$ cat config.mk
export PLATFORM = sky130hd
export DESIGN_NAME = terminal_line_discipline
export DESIGN_NICKNAME = d
export VERILOG_FILES = /design/src/tld_pkg.sv /design/src/tld_datapath.sv /design/src/tld_controller.sv /design/src/terminal_line_discipline.sv
export SDC_FILE = /design/constraint.sdc
export NUM_CORES = 1
export LEC_CHECK = 0
export ABC_AREA = 1
export BUFFER_PORTS_ARGS = -buffer_cell sky130_fd_sc_hd__buf_2
export CORE_MARGIN = 2
export CORE_UTILIZATION = 60
export DETAILED_ROUTE_END_ITERATION = 10
export PLACE_DENSITY = 0.78
export REMOVE_ABC_BUFFERS = 1
export SLEW_MARGIN = 20
export SYNTH_ARGS = -nofsm -noshare
export SYNTH_HDL_FRONTEND = slang
export SYNTH_SLANG_ARGS = --single-unit
$ cat constraint.sdc
create_clock -name clk -period 2.75 [get_ports clk]
set_input_delay 0.275 -clock clk [delete_from_list [all_inputs] [get_ports clk]]
set_output_delay 0.275 -clock clk [all_outputs]
set_load 0.05 [all_outputs]
$ cat src/tld_pkg.sv
`timescale 1ns / 1ps
// Shared types, constants and codes for the terminal line discipline.
// Used by the controller, the datapath and the top level.
package tld_pkg;

  localparam int LINE_CAPACITY_DEF = 16;
  localparam int MAX_RESULTS       = 48;
  localparam int TRIPLE_MAX        = MAX_RESULTS / 3;

  localparam logic [7:0] BYTE_BS = 8'h08;
  localparam logic [7:0] BYTE_SP = 8'h20;
  localparam logic [7:0] BYTE_LF = 8'h0A;
  localparam logic [7:0] BYTE_CR = 8'h0D;

  localparam logic [7:0] RST_ERASE_CHAR = 8'd8;
  localparam logic [7:0] RST_KILL_CHAR  = 8'd21;
  localparam logic [7:0] RST_EOF_CHAR   = 8'd4;

  localparam int CFG_IDX_W = 3;
  localparam logic [CFG_IDX_W-1:0] CFG_CANON = 3'd0;
  localparam logic [CFG_IDX_W-1:0] CFG_ECHO  = 3'd1;
  localparam logic [CFG_IDX_W-1:0] CFG_ONLCR = 3'd2;
  localparam logic [CFG_IDX_W-1:0] CFG_ERASE = 3'd3;
  localparam logic [CFG_IDX_W-1:0] CFG_KILL  = 3'd4;
  localparam logic [CFG_IDX_W-1:0] CFG_EOF   = 3'd5;

  localparam logic [2:0] SEL_BYTE = 3'd0;
  localparam logic [2:0] SEL_CR   = 3'd1;
  localparam logic [2:0] SEL_BS   = 3'd2;
  localparam logic [2:0] SEL_SP   = 3'd3;
  localparam logic [2:0] SEL_LINE = 3'd4;

  typedef struct packed {
    logic [7:0] data_byte;
    logic       from_master;
  } in_item_t;

  typedef struct packed {
    logic [7:0] out_byte;
    logic       to_slave;
    logic       last;
  } out_item_t;

  typedef struct packed {
    logic       in_load;
    logic       wr_store;
    logic       cnt_inc;
    logic       cnt_dec;
    logic       cnt_clr;
    logic       idx_clr;
    logic       idx_inc;
    logic       rep_load_all;
    logic       rep_load_one;
    logic       rep_dec;
    logic       emit;
    logic [2:0] sel;
    logic       emit_slave;
    logic       emit_last;
  } ctl_cmd_t;

  typedef struct packed {
    logic master;
    logic canon;
    logic echo;
    logic onlcr;
    logic is_kill;
    logic is_erase;
    logic is_eof;
    logic is_lf;
    logic cnt_zero;
    logic cnt_full_next;
    logic cnt_at_cap;
    logic flush_last;
    logic rep_one;
    logic out_free;
  } dp_stat_t;

endpackage

$ cat src/tld_datapath.sv
`timescale 1ns / 1ps
// Datapath: configuration registers, line store, line counters and the output register.
// Depends on tld_pkg; driven by tld_controller through ctl_cmd_t.
module tld_datapath import tld_pkg::*; #(
  parameter int LINE_CAPACITY = LINE_CAPACITY_DEF
) (
  input  logic                 clk,
  input  logic                 rst_n,
  input  ctl_cmd_t             cmd,
  output dp_stat_t             stat,
  input  in_item_t             in_data,
  input  logic                 cfg_valid,
  input  logic [CFG_IDX_W-1:0] cfg_index,
  input  logic [7:0]           cfg_data,
  output logic                 out_valid,
  input  logic                 out_ready,
  output out_item_t            out_data
);

  localparam int CNT_W   = $clog2(LINE_CAPACITY + 1);
  localparam int IDX_W   = $clog2(LINE_CAPACITY);
  localparam int REP_CAP = (LINE_CAPACITY - 1 < TRIPLE_MAX) ? LINE_CAPACITY - 1 : TRIPLE_MAX;
  localparam logic [IDX_W-1:0] IDX_MAX = IDX_W'(LINE_CAPACITY - 1);
  localparam logic [CNT_W-1:0] CNT_CAP = CNT_W'(LINE_CAPACITY);
  localparam logic [CNT_W-1:0] CNT_ONE = CNT_W'(1);

  logic             canon_r, echo_r, onlcr_r;
  logic [7:0]       erase_r, kill_r, eof_r;
  logic [7:0]       byte_r;
  logic             master_r;
  logic [CNT_W-1:0] count_r, count_nxt;
  logic [IDX_W-1:0] idx_r, idx_nxt;
  logic [CNT_W-1:0] rep_r, rep_nxt;
  logic [CNT_W-1:0] rep_all;
  logic [IDX_W-1:0] rd_addr;
  logic [7:0]       line_mem [LINE_CAPACITY];
  logic [7:0]       rd_data_r;
  logic             out_valid_r;
  out_item_t        out_data_r;
  logic             out_free;
  logic [7:0]       emit_byte;

  always_ff @(posedge clk) begin
    if (!rst_n) begin
      canon_r <= 1'b1;
      echo_r  <= 1'b1;
      onlcr_r <= 1'b1;
      erase_r <= RST_ERASE_CHAR;
      kill_r  <= RST_KILL_CHAR;
      eof_r   <= RST_EOF_CHAR;
    end else if (cfg_valid) begin
      unique case (cfg_index)
        CFG_CANON: canon_r <= cfg_data[0];
        CFG_ECHO:  echo_r  <= cfg_data[0];
        CFG_ONLCR: onlcr_r <= cfg_data[0];
        CFG_ERASE: erase_r <= cfg_data;
        CFG_KILL:  kill_r  <= cfg_data;
        CFG_EOF:   eof_r   <= cfg_data;
        default: begin
        end
      endcase
    end
  end

  always_ff @(posedge clk) begin
    if (cmd.in_load) begin
      byte_r   <= in_data.data_byte;
      master_r <= in_data.from_master;
    end
  end

  assign rep_all = (count_r > CNT_W'(REP_CAP)) ? CNT_W'(REP_CAP) : count_r;

  always_comb begin
    count_nxt = count_r;
    if (cmd.cnt_clr) begin
      count_nxt = '0;
    end else if (cmd.cnt_inc) begin
      count_nxt = count_r + CNT_ONE;
    end else if (cmd.cnt_dec) begin
      count_nxt = count_r - CNT_ONE;
    end
    idx_nxt = idx_r;
    if (cmd.idx_clr) begin
      idx_nxt = '0;
    end else if (cmd.idx_inc && idx_r != IDX_MAX) begin
      idx_nxt = idx_r + IDX_W'(1);
    end
    rep_nxt = rep_r;
    if (cmd.rep_load_all) begin
      rep_nxt = rep_all;
    end else if (cmd.rep_load_one) begin
      rep_nxt = CNT_ONE;
    end else if (cmd.rep_dec) begin
      rep_nxt = rep_r - CNT_ONE;
    end
  end

  assign rd_addr = idx_nxt;

  always_ff @(posedge clk) begin
    if (!rst_n) begin
      count_r <= '0;
      idx_r   <= '0;
      rep_r   <= '0;
    end else begin
      count_r <= count_nxt;
      idx_r   <= idx_nxt;
      rep_r   <= rep_nxt;
    end
  end

  always_ff @(posedge clk) begin
    if (cmd.wr_store) begin
      line_mem[count_r[IDX_W-1:0]] <= byte_r;
    end
    rd_data_r <= line_mem[rd_addr];
  end

  assign out_free = !out_valid_r || out_ready;

  always_comb begin
    case (cmd.sel)
      SEL_BYTE: emit_byte = byte_r;
      SEL_CR:   emit_byte = BYTE_CR;
      SEL_BS:   emit_byte = BYTE_BS;
      SEL_SP:   emit_byte = BYTE_SP;
      SEL_LINE: emit_byte = rd_data_r;
      default:  emit_byte = byte_r;
    endcase
  end

  always_ff @(posedge clk) begin
    if (!rst_n) begin
      out_valid_r <= 1'b0;
    end else if (out_free) begin
      out_valid_r <= cmd.emit;
    end
  end

  always_ff @(posedge clk) begin
    if (out_free && cmd.emit) begin
      out_data_r.out_byte <= emit_byte;
      out_data_r.to_slave <= cmd.emit_slave;
      out_data_r.last     <= cmd.emit_last;
    end
  end

  assign out_valid = out_valid_r;
  assign out_data  = out_data_r;

  always_comb begin
    stat.master        = master_r;
    stat.canon         = canon_r;
    stat.echo          = echo_r;
    stat.onlcr         = onlcr_r;
    stat.is_kill       = byte_r == kill_r;
    stat.is_erase      = byte_r == erase_r;
    stat.is_eof        = byte_r == eof_r;
    stat.is_lf         = byte_r == BYTE_LF;
    stat.cnt_zero      = count_r == '0;
    stat.cnt_full_next = (count_r + CNT_ONE) == CNT_CAP;
    stat.cnt_at_cap    = count_r == CNT_CAP;
    stat.flush_last    = (CNT_W'(idx_r) + CNT_ONE) == count_r;
    stat.rep_one       = rep_r == CNT_ONE;
    stat.out_free      = out_free;
  end

  // The line count stays below capacity between bytes.
  a_count_between: assert property (@(posedge clk) disable iff (!rst_n)
    cmd.in_load |-> count_r < CNT_CAP) else $error("line count at capacity on new byte");

  // A store never lands beyond the line.
  a_store_bound: assert property (@(posedge clk) disable iff (!rst_n)
    cmd.wr_store |-> count_r < CNT_CAP) else $error("line store overflow");

  // A flush never reads past the buffered bytes.
  a_flush_bound: assert property (@(posedge clk) disable iff (!rst_n)
    cmd.idx_inc |-> CNT_W'(idx_r) < count_r) else $error("flush read past line");

  // An accepted emit always shows up on the output register.
  a_emit_lands: assert property (@(posedge clk) disable iff (!rst_n)
    (cmd.emit && out_free) |=> out_valid_r) else $error("emitted beat lost");

endmodule

$ cat src/tld_controller.sv
`timescale 1ns / 1ps
// Controller state machine: classifies each byte and sequences its result beats.
// Depends on tld_pkg; commands tld_datapath and reads its status.
module tld_controller import tld_pkg::*; (
  input  logic     clk,
  input  logic     rst_n,
  input  logic     in_valid,
  output logic     in_ready,
  input  dp_stat_t stat,
  output ctl_cmd_t cmd
);

  localparam logic [3:0] ST_IDLE      = 4'd0;
  localparam logic [3:0] ST_CLASS     = 4'd1;
  localparam logic [3:0] ST_CR        = 4'd2;
  localparam logic [3:0] ST_SLV       = 4'd3;
  localparam logic [3:0] ST_RAW_ECHO  = 4'd4;
  localparam logic [3:0] ST_PASS      = 4'd5;
  localparam logic [3:0] ST_ECHO      = 4'd6;
  localparam logic [3:0] ST_BS1       = 4'd7;
  localparam logic [3:0] ST_SP        = 4'd8;
  localparam logic [3:0] ST_BS2       = 4'd9;
  localparam logic [3:0] ST_FLUSH_PRE = 4'd10;
  localparam logic [3:0] ST_FLUSH     = 4'd11;

  logic [3:0] state_r, state_nxt;

  always_ff @(posedge clk) begin
    if (!rst_n) begin
      state_r <= ST_IDLE;
    end else begin
      state_r <= state_nxt;
    end
  end

  assign in_ready = state_r == ST_IDLE;

  always_comb begin
    state_nxt = state_r;
    cmd       = '0;
    cmd.sel   = SEL_BYTE;
    unique case (state_r)
      ST_IDLE: begin
        if (in_valid) begin
          cmd.in_load = 1'b1;
          state_nxt   = ST_CLASS;
        end
      end
      ST_CLASS: begin
        if (!stat.master) begin
          state_nxt = (stat.is_lf && stat.onlcr) ? ST_CR : ST_SLV;
        end else if (!stat.canon) begin
          state_nxt = stat.echo ? ST_RAW_ECHO : ST_PASS;
        end else if (stat.is_kill) begin
          cmd.cnt_clr = 1'b1;
          if (!stat.cnt_zero && stat.echo) begin
            cmd.rep_load_all = 1'b1;
            state_nxt        = ST_BS1;
          end else begin
            state_nxt = ST_IDLE;
          end
        end else if (stat.is_erase) begin
          state_nxt = ST_IDLE;
          if (!stat.cnt_zero) begin
            cmd.cnt_dec = 1'b1;
            if (stat.echo) begin
              cmd.rep_load_one = 1'b1;
              state_nxt        = ST_BS1;
            end
          end
        end else if (stat.is_eof) begin
          state_nxt = ST_IDLE;
          if (!stat.cnt_zero) begin
            cmd.idx_clr = 1'b1;
            state_nxt   = ST_FLUSH_PRE;
          end
        end else begin
          cmd.wr_store = 1'b1;
          cmd.cnt_inc  = 1'b1;
          cmd.idx_clr  = 1'b1;
          if (stat.echo) begin
            state_nxt = ST_ECHO;
          end else if (stat.cnt_full_next || stat.is_lf) begin
            state_nxt = ST_FLUSH_PRE;
          end else begin
            state_nxt = ST_IDLE;
          end
        end
      end
      ST_CR: begin
        cmd.emit = 1'b1;
        cmd.sel  = SEL_CR;
        if (stat.out_free) begin
          state_nxt = ST_SLV;
        end
      end
      ST_SLV: begin
        cmd.emit      = 1'b1;
        cmd.emit_last = 1'b1;
        if (stat.out_free) begin
          state_nxt = ST_IDLE;
        end
      end
      ST_RAW_ECHO: begin
        cmd.emit = 1'b1;
        if (stat.out_free) begin
          state_nxt = ST_PASS;
        end
      end
      ST_PASS: begin
        cmd.emit       = 1'b1;
        cmd.emit_slave = 1'b1;
        cmd.emit_last  = 1'b1;
        if (stat.out_free) begin
          state_nxt = ST_IDLE;
        end
      end
      ST_ECHO: begin
        cmd.emit      = 1'b1;
        cmd.emit_last = !(stat.is_lf || stat.cnt_at_cap);
        if (stat.out_free) begin
          state_nxt = (stat.is_lf || stat.cnt_at_cap) ? ST_FLUSH_PRE : ST_IDLE;
        end
      end
      ST_BS1: begin
        cmd.emit = 1'b1;
        cmd.sel  = SEL_BS;
        if (stat.out_free) begin
          state_nxt = ST_SP;
        end
      end
      ST_SP: begin
        cmd.emit = 1'b1;
        cmd.sel  = SEL_SP;
        if (stat.out_free) begin
          state_nxt = ST_BS2;
        end
      end
      ST_BS2: begin
        cmd.emit      = 1'b1;
        cmd.sel       = SEL_BS;
        cmd.emit_last = stat.rep_one;
        if (stat.out_free) begin
          cmd.rep_dec = 1'b1;
          state_nxt   = stat.rep_one ? ST_IDLE : ST_BS1;
        end
      end
      ST_FLUSH_PRE: begin
        state_nxt = ST_FLUSH;
      end
      ST_FLUSH: begin
        cmd.emit       = 1'b1;
        cmd.sel        = SEL_LINE;
        cmd.emit_slave = 1'b1;
        cmd.emit_last  = stat.flush_last;
        if (stat.out_free) begin
          cmd.idx_inc = 1'b1;
          if (stat.flush_last) begin
            cmd.cnt_clr = 1'b1;
            state_nxt   = ST_IDLE;
          end
        end
      end
      default: begin
        state_nxt = ST_IDLE;
      end
    endcase
  end

endmodule

$ cat src/terminal_line_discipline.sv
`timescale 1ns / 1ps
// Terminal line discipline top level: a pseudo-terminal byte engine.
// Depends on tld_pkg, tld_controller and tld_datapath.
//
// The input channel (in_valid, in_ready, in_data) takes one byte per beat,
// tagged with the side that wrote it. The output channel (out_valid,
// out_ready, out_data) gives result bytes, each tagged with its destination
// queue, and marks the final result of an input byte with last. Bytes that
// cause no result produce no output beat. The configuration channel (cfg_*)
// writes one register per beat and is always ready; write it only when idle.
// One byte is processed at a time: an accepted byte is registered, then
// classified, then its results leave one beat at a time, and a flushed
// line first primes the line store read. While the receiver is ready, the
// flush streams one stored byte per cycle from the line store read port.
// Reset restores the register defaults and empties the line; the line store
// itself needs no clearing. When the receiver stalls, the output register
// holds its beat and the controller waits; no result is dropped.
module terminal_line_discipline import tld_pkg::*; #(
  parameter int LINE_CAPACITY = LINE_CAPACITY_DEF
) (
  input  logic                 clk,
  input  logic                 rst_n,
  input  logic                 in_valid,
  output logic                 in_ready,
  input  in_item_t             in_data,
  output logic                 out_valid,
  input  logic                 out_ready,
  output out_item_t            out_data,
  input  logic                 cfg_valid,
  output logic                 cfg_ready,
  input  logic [CFG_IDX_W-1:0] cfg_index,
  input  logic [7:0]           cfg_data
);

  ctl_cmd_t cmd;
  dp_stat_t stat;

  assign cfg_ready = 1'b1;

  tld_controller u_ctrl (
    .clk      (clk),
    .rst_n    (rst_n),
    .in_valid (in_valid),
    .in_ready (in_ready),
    .stat     (stat),
    .cmd      (cmd)
  );

  tld_datapath #(
    .LINE_CAPACITY (LINE_CAPACITY)
  ) u_dp (
    .clk       (clk),
    .rst_n     (rst_n),
    .cmd       (cmd),
    .stat      (stat),
    .in_data   (in_data),
    .cfg_valid (cfg_valid),
    .cfg_index (cfg_index),
    .cfg_data  (cfg_data),
    .out_valid (out_valid),
    .out_ready (out_ready),
    .out_data  (out_data)
  );

endmodule
==> out/metrics.csv <==
metric;value;unit
Root Driver;clkbuf_16;
Antenna Cells;0;
CP Capture Type;flip-flop;
Required @ worst endpoint;3.14;ns
final cycle utilization of the critical path;92.58;%
Initial Util;61.64;%
FMAX;392.8;MHz
Final Hold Viols;0;
Hold Crit Class;input port to flip-flop;
maximum vdd drop;0.0006764;V
clock sinks;201;
first-pass GRT wire length;36.07;mm
DR pass1 iterations;5;
vias in the first global route;6958;
FP Rows;45;
Synth Cell Area;0.009440;mm²
Total Wirelength;22.87;mm
RD Place Congestion;0.9013;
Clk pin slew, worst setup/hold paths;0.06;ns
max_slew headroom;60.27;%
max cap viols;0;
Post-Place Cells;1280;
most frequent cells in the layout;217 x nand2_1, 148 x nor2_1, 147 x edfxtp_1;
crit-path most repeated cell;nand2_1;
Post-Synthesis Cells;1030;
Congestion Overflow GR;0;
final max-slew violation count;0;
reg2reg start;u_dp.byte_r[0];
Seq/Total Area, Yosys;58.21;%
register area;0.005495;mm²
Sw Pwr;2.672;mW
Max Clock Skew;0.02536;ns
Worst setup endpoint;u_dp.rd_data_r[5];
die span in y;129.4;µm
Critical R2R Capture;u_dp.rd_data_r[5];
Synth warnings;0;
Multi-input gate area;0.003288;mm²
Internal Power;5.812;mW
share of power burned in registers;44.8;%
DR vias;7309;
Finished Layout Cells;1331;
num ports;38;
share of layout cells above drive strength 1;12.14;%
Worst path max stage delay;0.47;ns
status;completed;
Worst R2R Setup Slack;0.20;ns
fin util;70.80;%
die width;129.4;µm
crit path from;u_dp.byte_r[0];
Clk pwr share;33.0;%
Tightest Pin Transition;0.5959;ns
Clock Tree Buf Depth;3;
RSZ-0062 raised after global routing;no;
PD cells;782.4;mW/mm²
most common cell after layout, fill and taps aside;nand2_1;
combinational share of power;22.1;%
fin nets;1139;
Crit Path Max Fanout;50;
Clock Latency Late Sink;0.52;ns
#FFs+latches synth;201;
initial antenna violation count;0;
# fillers;1195;
cells on worst reg2reg path;16;
Setup violations, final;0;
Crit-path slowest cell;edfxtp_1;
hpwl dp;15.36;mm
Leak;4.445;nW
# DRC;0;
TritonCTS clock tree;done;
CP cell instances;inv_1 > nand2_1 > nand2_1 > nor2_1 > nand2_1 > nor2_1 > nor2_4 > nand3_4 > nand2_1 > buf_12 > inv_4 > nand2_1 > nand2_1 > nand3_1 > nand3_1 > nand2_1;
PortBufs;36;
Arr. time, crit path;2.93;ns
post-synthesis average cell area;9.165;µm²
DR vias/cell;5.491;
CTS Buf Count;22;
Startpoint Class;flip-flop;
Tot GR Track Use;27.90;%
H-tree Lvls;1;
P&R area growth vs syn;14.86;%
mean routed wirelength per cell;17.18;µm
CORE AREA;0.01531;mm²
Die ar.;0.01675;mm²
largest net degree at the start of global routing;51;
Crit Path Category;flip-flop to flip-flop;
DR iter-0 viols;579;
min Tclk post-route;2.546;ns
hold path cells;3;
switching share of total power;31.49;%
Final ANT Viol Nets;0;
Distinct cells, synth;40;
[power by group through the flow]
stage | logic (mW) | registers [mW] | clock network [mW]
2_1_floorplan | 0.901 | 4.15 | 0
3_3_place_gp | 1.82 | 3.85 | 0
6_report | 1.88 | 3.80 | 2.80
4_1_cts | 1.85 | 3.80 | 2.81
5_1_grt | 2.06 | 3.82 | 2.94
3_5_place_dp | 1.84 | 3.86 | 0
[cells in the mapped netlist, drive strengths merged]
cell	instances	area share [%]
o32ai	1	0.093
a31oi	2	0.13
inv	121	4.8
a21oi	40	2.1
o2111ai	1	0.093
nor3	4	0.27
nor3b	1	0.080
nand4	5	0.33
o221ai	1	0.093
o311ai	1	0.093
clkinv	2	0.080
dfxtp	54	11
nand3	101	5.7
nand3b	41	3.3
conb	1	0.040
o21ai	57	3.0
buf	23	1.5
nand2	221	8.9
clkbuf	13	0.52
xnor2	10	1.1
o211ai	10	0.80
ha	10	1.3
xor2	9	0.84
nor2	152	6.3
edfxtp	147	47
mux2	1	0.12
a21o	1	0.080
[final cells by class]
| class | instances | area share, % |
|---|---|---|
| repair buffers | 86 | 5.908 |
| well taps | 211 | 2.435 |
| multi-input cells | 670 | 30.33 |
| clock buffers | 33 | 5.735 |
| clock inverters | 7 | 0.6347 |
| flip-flops and latches | 201 | 50.68 |
| inverters | 123 | 4.281 |
[layer usage]
metal | vias to the layer above | track usage (%) | share of wire (%)
li1 | 3559 | - | -
met1 | 3398 | 39.91 | 43
met2 | 311 | 45.05 | 47
met3 | 41 | 4.129 | 7.6
met4 | 0 | 7.843 | 2.0
met5 | - | 0 | 0
[cells by family (layout without fill, tap and decap cells)]
kind of cell / count (synthesis) / in the layout / synth area share (%)
AO/OA/AOI/OAI: 114 / 114 / 6.521
XOR/XNOR: 19 / 19 / 1.962
adder cells (fa/ha/maj): 10 / 10 / 1.325
buffers and inverters: 159 / 249 / 6.958
flip-flops: 201 / 201 / 58.21
multiplexers: 1 / 1 / 0.1193
other: 1 / 1 / 0.03972
AND/OR/NAND/NOR: 525 / 525 / 24.86
[registers in the layout, summed over array words and instances, names as in the netlist]
signal / count
u_dp.idx_r: 4
u_dp.onlcr_r: 1
u_dp.count_r: 5
u_dp.out_data: 10
u_dp.erase_r: 8
u_ctrl.state_r: 4
u_dp.out_valid: 1
u_dp.line_mem: 128
u_dp.rd_data_r: 8
u_dp.eof_r: 8
u_dp.byte_r: 8
u_dp.echo_r: 1
u_dp.kill_r: 8
u_dp.master_r: 1
u_dp.rep_r: 5
u_dp.canon_r: 1
[how the worst min path moves through the flow]
stage,from,to
after floorplan,rst_n,u_dp.eof_r[2]
after global placement,in_data[0],u_dp.master_r
after detailed placement,in_data[6],u_dp.byte_r[5]
after CTS,cfg_data[3],u_dp.erase_r[3]
after global routing,cfg_data[4],u_dp.kill_r[4]
final,cfg_data[3],u_dp.erase_r[3]
[through the flow]
stage	hold slack (ns)	setup TNS [ns]	setup WS (ns)	power, mW	instance area (µm²)
floorplan	0.3736	-7.942	-0.9255	5.051	9248
global placement	0.4523	0	0.3104	5.671	10050
global route	0.02817	0	0.002303	8.822	10840
finish	0.01191	0	0.2040	8.484	10840
detailed placement	0.4541	0	0.2555	5.693	10050
CTS	0.003535	0	0.2306	8.466	10830
[repair_timing]
item	in CTS	in global routing
setup buffers	0	2
resized for setup	0	0
hold buffers	9	0
endpoints found under the setup margin	0	1
endpoints found under the hold margin	9	0
[worst max-delay path: cells and delay by family, from the launching register on]
| family | cells | cell delay (ns) |
|---|---|---|
| AND/OR/NAND/NOR | 13 | 1.45 |
| buffers and inverters | 3 | 0.50 |
| flip-flops | 1 | 0.47 |
(Power assumes the default switching activity.)
